[src/rtl/pcca_pkg.sv]
// Package: types, constants and command/status structs for the shape area block.
`default_nettype none

package pcca_pkg;

	localparam int MAX_VERTICES = 256;
	localparam int CNT_W = $clog2(MAX_VERTICES + 2);

	localparam int AREA_W = 41;
	localparam int SUM_W = 42;
	localparam int PROD_W = 34;
	localparam int SQRT_W = 36;
	localparam int SQRT_STEPS = SQRT_W / 2;
	localparam int SQRT_CNT_W = $clog2(SQRT_STEPS);
	localparam int ROOT_W = 17;
	localparam int CIRC_W = 50;

	localparam logic [17:0] PI_Q16 = 18'd205887;
	localparam logic [AREA_W-1:0] AREA_MAX = {AREA_W{1'b1}};

	typedef struct packed {
		logic signed [15:0] vertex_x;
		logic signed [15:0] vertex_y;
		logic last_vertex;
	} vertex_t;

	typedef struct packed {
		logic [AREA_W-1:0] shape_area;
		logic too_many_vertices;
	} result_t;

	typedef enum logic [3:0] {
		ST_IDLE,
		ST_VERTEX,
		ST_ACCUM,
		ST_CLOSE_MUL,
		ST_CLOSE_ACC,
		ST_SQUARE,
		ST_PI,
		ST_SQRT,
		ST_CAP,
		ST_AREA,
		ST_DONE
	} state_t;

	typedef enum logic [1:0] {
		MUL_EDGE,
		MUL_CLOSE,
		MUL_SQUARE
	} mul_sel_t;

	typedef struct packed {
		logic capture;
		logic vertex_en;
		logic mul_en;
		mul_sel_t mul_sel;
		logic acc_en;
		logic rr_en;
		logic pi_en;
		logic sqrt_step;
		logic cap_en;
		logic area_en;
		logic load_out;
	} cmd_t;

	typedef struct packed {
		logic over;
		logic one;
		logic two;
		logic last;
		logic sqrt_last;
	} status_t;

endpackage

`default_nettype wire

[src/rtl/pcca_datapath.sv]
// Datapath: vertex registers, cross-product accumulator, circle, square root and result.
`default_nettype none

module pcca_datapath
	import pcca_pkg::*;
(
	input  wire logic    clk,
	input  wire logic    arst_n,
	input  wire vertex_t in_data,
	input  wire logic    cfg_we,
	input  wire logic [15:0] cfg_data,
	input  wire cmd_t    cmd,
	output status_t      status,
	output result_t      out_data
);

	vertex_t cur_q;
	logic signed [15:0] first_x_q, first_y_q, prev_x_q, prev_y_q;
	logic [CNT_W-1:0] cnt_q;
	logic signed [SUM_W-1:0] cross_sum_q;
	logic signed [PROD_W-1:0] p1_q, p2_q;
	logic [15:0] radius_q;
	logic [31:0] rr_q;
	logic [CIRC_W-1:0] circ_q;
	logic [SQRT_W-1:0] rem_q, root_q, bit_q;
	logic [SQRT_CNT_W-1:0] sq_cnt_q;
	logic [32:0] capm_q;
	logic [AREA_W-1:0] area_q;
	result_t out_q;

	logic signed [16:0] a1, b1, a2, b2;
	logic signed [16:0] dx, dy;
	logic signed [PROD_W:0] term;
	logic signed [SUM_W:0] sum_ext;
	logic signed [SUM_W-1:0] sum_sat;
	logic [SQRT_W-1:0] trial;
	logic [SUM_W-1:0] mag;
	logic [CIRC_W:0] circ_rnd;
	logic [AREA_W-1:0] area_next;

	always_comb begin
		status.over = cnt_q > CNT_W'(MAX_VERTICES);
		status.one = cnt_q == CNT_W'(1);
		status.two = cnt_q == CNT_W'(2);
		status.last = cur_q.last_vertex;
		status.sqrt_last = sq_cnt_q == SQRT_CNT_W'(SQRT_STEPS - 1);
	end

	assign dx = 17'(cur_q.vertex_x) - 17'(first_x_q);
	assign dy = 17'(cur_q.vertex_y) - 17'(first_y_q);

	always_comb begin
		case (cmd.mul_sel)
			MUL_CLOSE: begin
				a1 = 17'(cur_q.vertex_x);
				b1 = 17'(first_y_q);
				a2 = 17'(first_x_q);
				b2 = 17'(cur_q.vertex_y);
			end
			MUL_SQUARE: begin
				a1 = dx;
				b1 = dx;
				a2 = dy;
				b2 = dy;
			end
			default: begin
				a1 = 17'(prev_x_q);
				b1 = 17'(cur_q.vertex_y);
				a2 = 17'(cur_q.vertex_x);
				b2 = 17'(prev_y_q);
			end
		endcase
	end

	assign term = (PROD_W + 1)'(p1_q) - (PROD_W + 1)'(p2_q);
	assign sum_ext = (SUM_W + 1)'(cross_sum_q) + (SUM_W + 1)'(term);

	always_comb begin
		if (!sum_ext[SUM_W] && sum_ext[SUM_W-1]) begin
			sum_sat = {1'b0, {(SUM_W - 1){1'b1}}};
		end else if (sum_ext[SUM_W] && !sum_ext[SUM_W-1]) begin
			sum_sat = {1'b1, {(SUM_W - 1){1'b0}}};
		end else begin
			sum_sat = sum_ext[SUM_W-1:0];
		end
	end

	assign trial = root_q + bit_q;
	assign mag = cross_sum_q[SUM_W-1] ? SUM_W'(-cross_sum_q) : SUM_W'(cross_sum_q);
	assign circ_rnd = (CIRC_W + 1)'(circ_q) + (CIRC_W + 1)'(17'h08000);

	always_comb begin
		if (status.over) begin
			area_next = AREA_MAX;
		end else if (status.one || status.two) begin
			area_next = AREA_W'(circ_rnd[CIRC_W:16])
				+ (status.two ? AREA_W'({capm_q, 1'b0}) : AREA_W'(0));
		end else begin
			area_next = mag[SUM_W-1:1];
		end
	end

	always_ff @(posedge clk or negedge arst_n) begin
		if (!arst_n) begin
			radius_q <= '0;
			cnt_q <= '0;
			cross_sum_q <= '0;
			first_x_q <= '0;
			first_y_q <= '0;
			prev_x_q <= '0;
			prev_y_q <= '0;
		end else begin
			if (cfg_we) begin
				radius_q <= cfg_data;
			end
			if (cmd.load_out) begin
				cnt_q <= '0;
				cross_sum_q <= '0;
				first_x_q <= '0;
				first_y_q <= '0;
				prev_x_q <= '0;
				prev_y_q <= '0;
			end else begin
				if (cmd.capture && cnt_q <= CNT_W'(MAX_VERTICES)) begin
					cnt_q <= cnt_q + CNT_W'(1);
				end
				if (cmd.vertex_en && !status.over) begin
					if (status.one) begin
						first_x_q <= cur_q.vertex_x;
						first_y_q <= cur_q.vertex_y;
					end
					prev_x_q <= cur_q.vertex_x;
					prev_y_q <= cur_q.vertex_y;
				end
				if (cmd.acc_en) begin
					cross_sum_q <= sum_sat;
				end
			end
		end
	end

	always_ff @(posedge clk) begin
		if (cmd.capture) begin
			cur_q <= in_data;
		end
		if (cmd.mul_en) begin
			p1_q <= PROD_W'(a1) * PROD_W'(b1);
			p2_q <= PROD_W'(a2) * PROD_W'(b2);
		end
		if (cmd.rr_en) begin
			rr_q <= 32'(radius_q) * 32'(radius_q);
		end
		if (cmd.pi_en) begin
			circ_q <= CIRC_W'(rr_q) * CIRC_W'(PI_Q16);
			rem_q <= SQRT_W'(unsigned'(p1_q)) + SQRT_W'(unsigned'(p2_q));
			root_q <= '0;
			bit_q <= SQRT_W'(1) << (SQRT_W - 2);
			sq_cnt_q <= '0;
		end else if (cmd.sqrt_step) begin
			if (rem_q >= trial) begin
				rem_q <= rem_q - trial;
				root_q <= (root_q >> 1) + bit_q;
			end else begin
				root_q <= root_q >> 1;
			end
			bit_q <= bit_q >> 2;
			sq_cnt_q <= sq_cnt_q + SQRT_CNT_W'(1);
		end
		if (cmd.cap_en) begin
			capm_q <= 33'(radius_q) * 33'(root_q[ROOT_W-1:0]);
		end
		if (cmd.area_en) begin
			area_q <= area_next;
		end
		if (cmd.load_out) begin
			out_q.shape_area <= area_q;
			out_q.too_many_vertices <= status.over;
		end
	end

	assign out_data = out_q;

endmodule

`default_nettype wire

[src/rtl/pcca_ctrl.sv]
// Controller: state machine sequencing vertex transfers, area steps and the result register.
`default_nettype none

module pcca_ctrl
	import pcca_pkg::*;
(
	input  wire logic    clk,
	input  wire logic    arst_n,
	input  wire logic    in_valid,
	output logic         in_ready,
	output logic         out_valid,
	input  wire logic    out_ready,
	input  wire status_t status,
	output cmd_t         cmd
);

	state_t state_q, state_next, finish_state;
	logic out_valid_q;
	logic load_ok;

	assign load_ok = !out_valid_q || out_ready;

	always_comb begin
		if (status.over) begin
			finish_state = ST_AREA;
		end else if (status.one || status.two) begin
			finish_state = ST_SQUARE;
		end else begin
			finish_state = ST_CLOSE_MUL;
		end
	end

	always_comb begin
		state_next = state_q;
		unique case (state_q)
			ST_IDLE: begin
				if (in_valid) begin
					state_next = ST_VERTEX;
				end
			end
			ST_VERTEX: begin
				if (!status.over && !status.one) begin
					state_next = ST_ACCUM;
				end else begin
					state_next = status.last ? finish_state : ST_IDLE;
				end
			end
			ST_ACCUM:     state_next = status.last ? finish_state : ST_IDLE;
			ST_CLOSE_MUL: state_next = ST_CLOSE_ACC;
			ST_CLOSE_ACC: state_next = ST_AREA;
			ST_SQUARE:    state_next = ST_PI;
			ST_PI:        state_next = status.two ? ST_SQRT : ST_AREA;
			ST_SQRT: begin
				if (status.sqrt_last) begin
					state_next = ST_CAP;
				end
			end
			ST_CAP:       state_next = ST_AREA;
			ST_AREA:      state_next = ST_DONE;
			ST_DONE: begin
				if (load_ok) begin
					state_next = ST_IDLE;
				end
			end
			default:      state_next = ST_IDLE;
		endcase
	end

	always_comb begin
		cmd = '0;
		cmd.mul_sel = MUL_EDGE;
		in_ready = 1'b0;
		unique case (state_q)
			ST_IDLE: begin
				in_ready = 1'b1;
				cmd.capture = in_valid;
			end
			ST_VERTEX: begin
				cmd.vertex_en = 1'b1;
				cmd.mul_en = 1'b1;
			end
			ST_ACCUM:     cmd.acc_en = 1'b1;
			ST_CLOSE_MUL: begin
				cmd.mul_en = 1'b1;
				cmd.mul_sel = MUL_CLOSE;
			end
			ST_CLOSE_ACC: cmd.acc_en = 1'b1;
			ST_SQUARE: begin
				cmd.mul_en = 1'b1;
				cmd.mul_sel = MUL_SQUARE;
				cmd.rr_en = 1'b1;
			end
			ST_PI:        cmd.pi_en = 1'b1;
			ST_SQRT:      cmd.sqrt_step = 1'b1;
			ST_CAP:       cmd.cap_en = 1'b1;
			ST_AREA:      cmd.area_en = 1'b1;
			ST_DONE:      cmd.load_out = load_ok;
			default: begin
			end
		endcase
	end

	always_ff @(posedge clk or negedge arst_n) begin
		if (!arst_n) begin
			state_q <= ST_IDLE;
			out_valid_q <= 1'b0;
		end else begin
			state_q <= state_next;
			if (cmd.load_out) begin
				out_valid_q <= 1'b1;
			end else if (out_ready) begin
				out_valid_q <= 1'b0;
			end
		end
	end

	assign out_valid = out_valid_q;

endmodule

`default_nettype wire

[src/rtl/polygon_circle_capsule_area_top.sv]
// Top level: shape area block joining the controller and the datapath.
//
// Vertices arrive on the in channel (valid/ready), one signed Q8.8 point per
// transfer, with last_vertex marking the final point of a shape. The area of
// each shape leaves on the out channel (valid/ready) as unsigned Q16.16 with
// a flag for shapes longer than MAX_VERTICES points (area then saturated).
// shape_radius is written through cfg_we/cfg_data; the user must write it
// only while the block is idle, which the block itself does not enforce.
// One point gives a circle, two a capsule, three or more a closed polygon.
// A vertex is captured and multiplied, then accumulated unless it is the
// first point of a shape or past MAX_VERTICES. A polygon then takes the
// close multiply and accumulate steps, a circle the square and pi steps, a
// capsule these and the 18-step bit-per-cycle square root and cap steps,
// each before the area step; a shape past MAX_VERTICES goes to it directly.
// A finished result waits in the output register; a new shape is taken while
// it waits, and the next result holds in the datapath until the receiver
// takes the one before it.
// Reset clears the radius, the shape state and the output valid.
`default_nettype none

module polygon_circle_capsule_area_top
	import pcca_pkg::*;
(
	input  wire logic    clk,
	input  wire logic    arst_n,
	input  wire logic    in_valid,
	output logic         in_ready,
	input  wire vertex_t in_data,
	output logic         out_valid,
	input  wire logic    out_ready,
	output result_t      out_data,
	input  wire logic    cfg_we,
	input  wire logic [15:0] cfg_data
);

	cmd_t    cmd;
	status_t status;

	pcca_ctrl u_ctrl (
		.clk       (clk),
		.arst_n    (arst_n),
		.in_valid  (in_valid),
		.in_ready  (in_ready),
		.out_valid (out_valid),
		.out_ready (out_ready),
		.status    (status),
		.cmd       (cmd)
	);

	pcca_datapath u_datapath (
		.clk      (clk),
		.arst_n   (arst_n),
		.in_data  (in_data),
		.cfg_we   (cfg_we),
		.cfg_data (cfg_data),
		.cmd      (cmd),
		.status   (status),
		.out_data (out_data)
	);

endmodule

`default_nettype wire
[config.mk]
export PLATFORM = sky130hd
export DESIGN_NAME = polygon_circle_capsule_area_top
export DESIGN_NICKNAME = d
export VERILOG_FILES = /design/src/rtl/pcca_pkg.sv /design/src/rtl/pcca_datapath.sv /design/src/rtl/pcca_ctrl.sv /design/src/rtl/polygon_circle_capsule_area_top.sv
export SDC_FILE = /design/constraint.sdc
export NUM_CORES = 2
export LEC_CHECK = 0
export BUFFER_PORTS_ARGS = -buffer_cell sky130_fd_sc_hd__buf_2
export CORE_MARGIN = 2
export CORE_UTILIZATION = 45
export CTS_CLUSTER_DIAMETER = 30
export DETAILED_ROUTE_END_ITERATION = 12
export GPL_TIMING_DRIVEN = 0
export RECOVER_POWER = 100
export SETUP_SLACK_MARGIN = 0.05
export SLEW_MARGIN = 20
export SYNTH_ARGS = -nofsm -noshare
export SYNTH_HDL_FRONTEND = slang
export SYNTH_SLANG_ARGS = --single-unit
[constraint.sdc]
create_clock -name clk -period 12.75 [get_ports clk]
set_input_delay 0.6375 -clock clk [delete_from_list [all_inputs] [get_ports clk]]
set_output_delay 0.6375 -clock clk [all_outputs]
set_load 0.005 [all_outputs]
==> impl_metrics.toml <==
[hold_path]
hold_path_class = "primary input to flop"
hold_path_depth = 1

[placed_design]
dpl.hpwl_mm = 196
dpl.cell_count = 11000
gp_congestion = 1.00
place_area_um2 = 82700
portBuffers = 96

[clock_tree]
htreeDepth = 4
clockBufferDepth = 3
clock_latency_ns = 0.78
clock_sinks = 514
clockRootBuffer = "clkbuf_16"
cts_resized = 0
cts_buffers = 136
path_clk_slew_ns = 0.04
cts_tree = "done"

[synth]
yosys.area.top_type_share = 0.303
yosysWarnings = 0
syn_inst = 8584
ys_types = 93
synth.avg_cell_area_um2 = 9.20
netlist_top_cells_area = "fa_1 (30%), ha_1 (13%), edfxtp_1 (12%)"
synth_area_um2 = 79000
yosysTopAreaCell = "fa_1"
synth_seq_area_share = 0.179
netlist_top_cells_count = "inv_1 (1712), fa_1 (1196), nand2_1 (1009)"
synth_edf_count = 319
synthFlopType = "edfxtp_1"
synth-seq-cells = 514
ys_async_sr_fraction = 0.265
yosysMostFrequentCell = "inv_1"

[timing]
max_clock_freq_mhz = 87.4
layout_min_cycle_time_ns = 11.44
hold_violations = 0
fin_crit_sh = 0.897
fin_skew_ns = 0.0520
rsz0062_at_grt = "no"
fin_setup_tns_ns = 0
slew_headroom = -2.28
setup_violations = 0
finalMaxSlewViolations = 315
worstMarginPinSlew_ns = 4.93

[layout]
fin_nets = 10900
postLayoutCellArea_um2 = 87000
syn_to_final_growth_pct = 10.1
drive_above_1_share = 0.0397
finish.cell_count_without_fillers = 11300
num-fill-cells = 16500

[floorplanning]
placement_rows = 153
ios = 98
start_util = 0.454
die_w_um = 423
chipHeight_um = 423
die_area_um2 = 179000
core_area_um2 = 174000

[flow_run]
cap_violations = 10

[detailed_routing]
first_iter_violations = 4094
routed_wl_mm = 235
drt_pass1_iterations = 6
avgViaCountPerCell = 5.37
ant_nets = 0
post-route-drc-count = 0
via_count = 60500
wl_per_cell_um = 20.9

[global_routing]
antenna_found_initial = 3
grt_pass1_wl_mm = 364
grt_pass1_vias = 63000
grt.overflow.total = 0
grt_usage = 0.265
grt_max_degree = 75

[setup_path]
slowest_stage = "inv_1"
worst_setup_path_start_kind = "flop"
r2r_cells = 33
crit_arrival_ns = 11.95
end_kind = "flop"
worstPathMaxFanout = 33
worstPathRequired_ns = 13.26
cpPeakStageDelay_ns = 1.00
worstSetupPathType = "flop to flop"

[outcome]
violations = "capacitance limit, slew limit"
status = "finished, violations left"
[layout by cell type, fill, tap and decap left out, drive strengths merged, types with 67 or more instances in the layout]
cell	n
nor2b	70
xor2	146
ha	814
o21bai	67
edfxtp	319
o21a	77
and3	70
fa	1196
nor2	536
nor3	78
o21ai	264
inv	1727
clkbuf	477
a21o	144
dfrtp	136
a21oi	419
buf	82
and2	167
xnor2	312
nand2	1009
[per-stage QoR]
| step | hold WS, ns | setup slack [ns] | util |
|---|---|---|---|
| finish | 0.0451 | 1.31 | 0.500 |
| global route | 0.0207 | 0.660 | 0.499 |
| CTS | 0.000952 | 1.66 | 0.502 |
| detailed placement | 0.405 | 1.71 | 0.475 |
| global placement | 0.403 | 1.04 | 0.473 |
| floorplan | 0.342 | 3.79 | - |
[area by class of cell]
class | instances | area, um2 | share of cell area
Antenna cell | 4 | 10.0 | 0.000115
Buffer | 277 | 1050 | 0.0121
Clock buffer | 171 | 3640 | 0.0418
Clock inverter | 78 | 1030 | 0.0119
Inverter | 1716 | 6440 | 0.0740
Multi-Input combinational cell | 6078 | 57300 | 0.658
Sequential cell | 514 | 14200 | 0.163
Tap cell | 2325 | 2910 | 0.0334
Timing Repair Buffer | 112 | 504 | 0.00579
[registers in the layout, summed over array words and instances (netlist names), 4 cells and up]
name,cells
u_datapath.cross_sum_q,42
u_datapath.out_data,42
u_datapath.area_q,41
u_datapath.rem_q,36
u_datapath.root_q,36
u_datapath.circ_q,35
u_datapath.p1_q,34
u_datapath.p2_q,34
u_datapath.capm_q,33
u_datapath.cur_q,32
u_datapath.rr_q,31
u_datapath.bit_q,18
u_datapath.first_x_q,16
u_datapath.first_y_q,16
u_datapath.prev_x_q,16
u_datapath.prev_y_q,16
u_datapath.radius_q,16
u_datapath.cnt_q,9
u_datapath.sq_cnt_q,5
u_ctrl.state_q,4
[layer usage]
metal / track usage / vias up / part of all wire
met1: 0.327 / 30100 / 0.40
met3: 0.0349 / 541 / 0.051
li1: - / 28000 / -
met4: 0.143 / 4 / 0.061
met2: 0.450 / 1864 / 0.49
met5: 0 / - / 0.00011
[worst max-delay path: cells and delay by family (launching register included)]
| family | cells | cell delay [ns] |
|---|---|---|
| AOI/OAI and AO/OA | 7 | 2.26 |
| xor gates and xnor gates | 1 | 0.14 |
| DFF | 1 | 0.40 |
| and+or+nand+nor | 8 | 1.63 |
| buffers and inverters | 9 | 2.88 |
| adders and majority gates | 8 | 3.84 |
[what timing repair did]
item / CTS / global route
setup buffers: 0 / 0
hold endpoints to repair: 62 / 0
hold buffers: 1 / 0
[path summary, 6_finish.rpt]
kind,from,slack [ns],end
worst max-delay path,u_ctrl.state_q[2],1.31,u_datapath.p2_q[33]
worst min-delay path,in_data[30],0.05,u_datapath.cur_q[30]
worst max register to register,u_ctrl.state_q[2],1.31,u_datapath.p2_q[33]
worst min register to register,u_datapath.area_q[30],0.41,u_datapath.out_data[31]
max in group asynchronous,arst_n,4.68,u_datapath.radius_q[15]
min in group asynchronous,arst_n,1.85,u_datapath.prev_x_q[3]
[cell families after synthesis]
family / synth area share
adders and majority gates: 0.432
muxes: 0.00290
other: 0.0000475
xor gates and xnor gates: 0.0509
buffers and inverters: 0.0955
AOI/OAI and AO/OA: 0.115
and+or+nand+nor: 0.125
DFF: 0.179
Power is left out: the tool's default activity adds up to more than one toggle a clock period on the data nets, which glitch-free logic cannot reach.
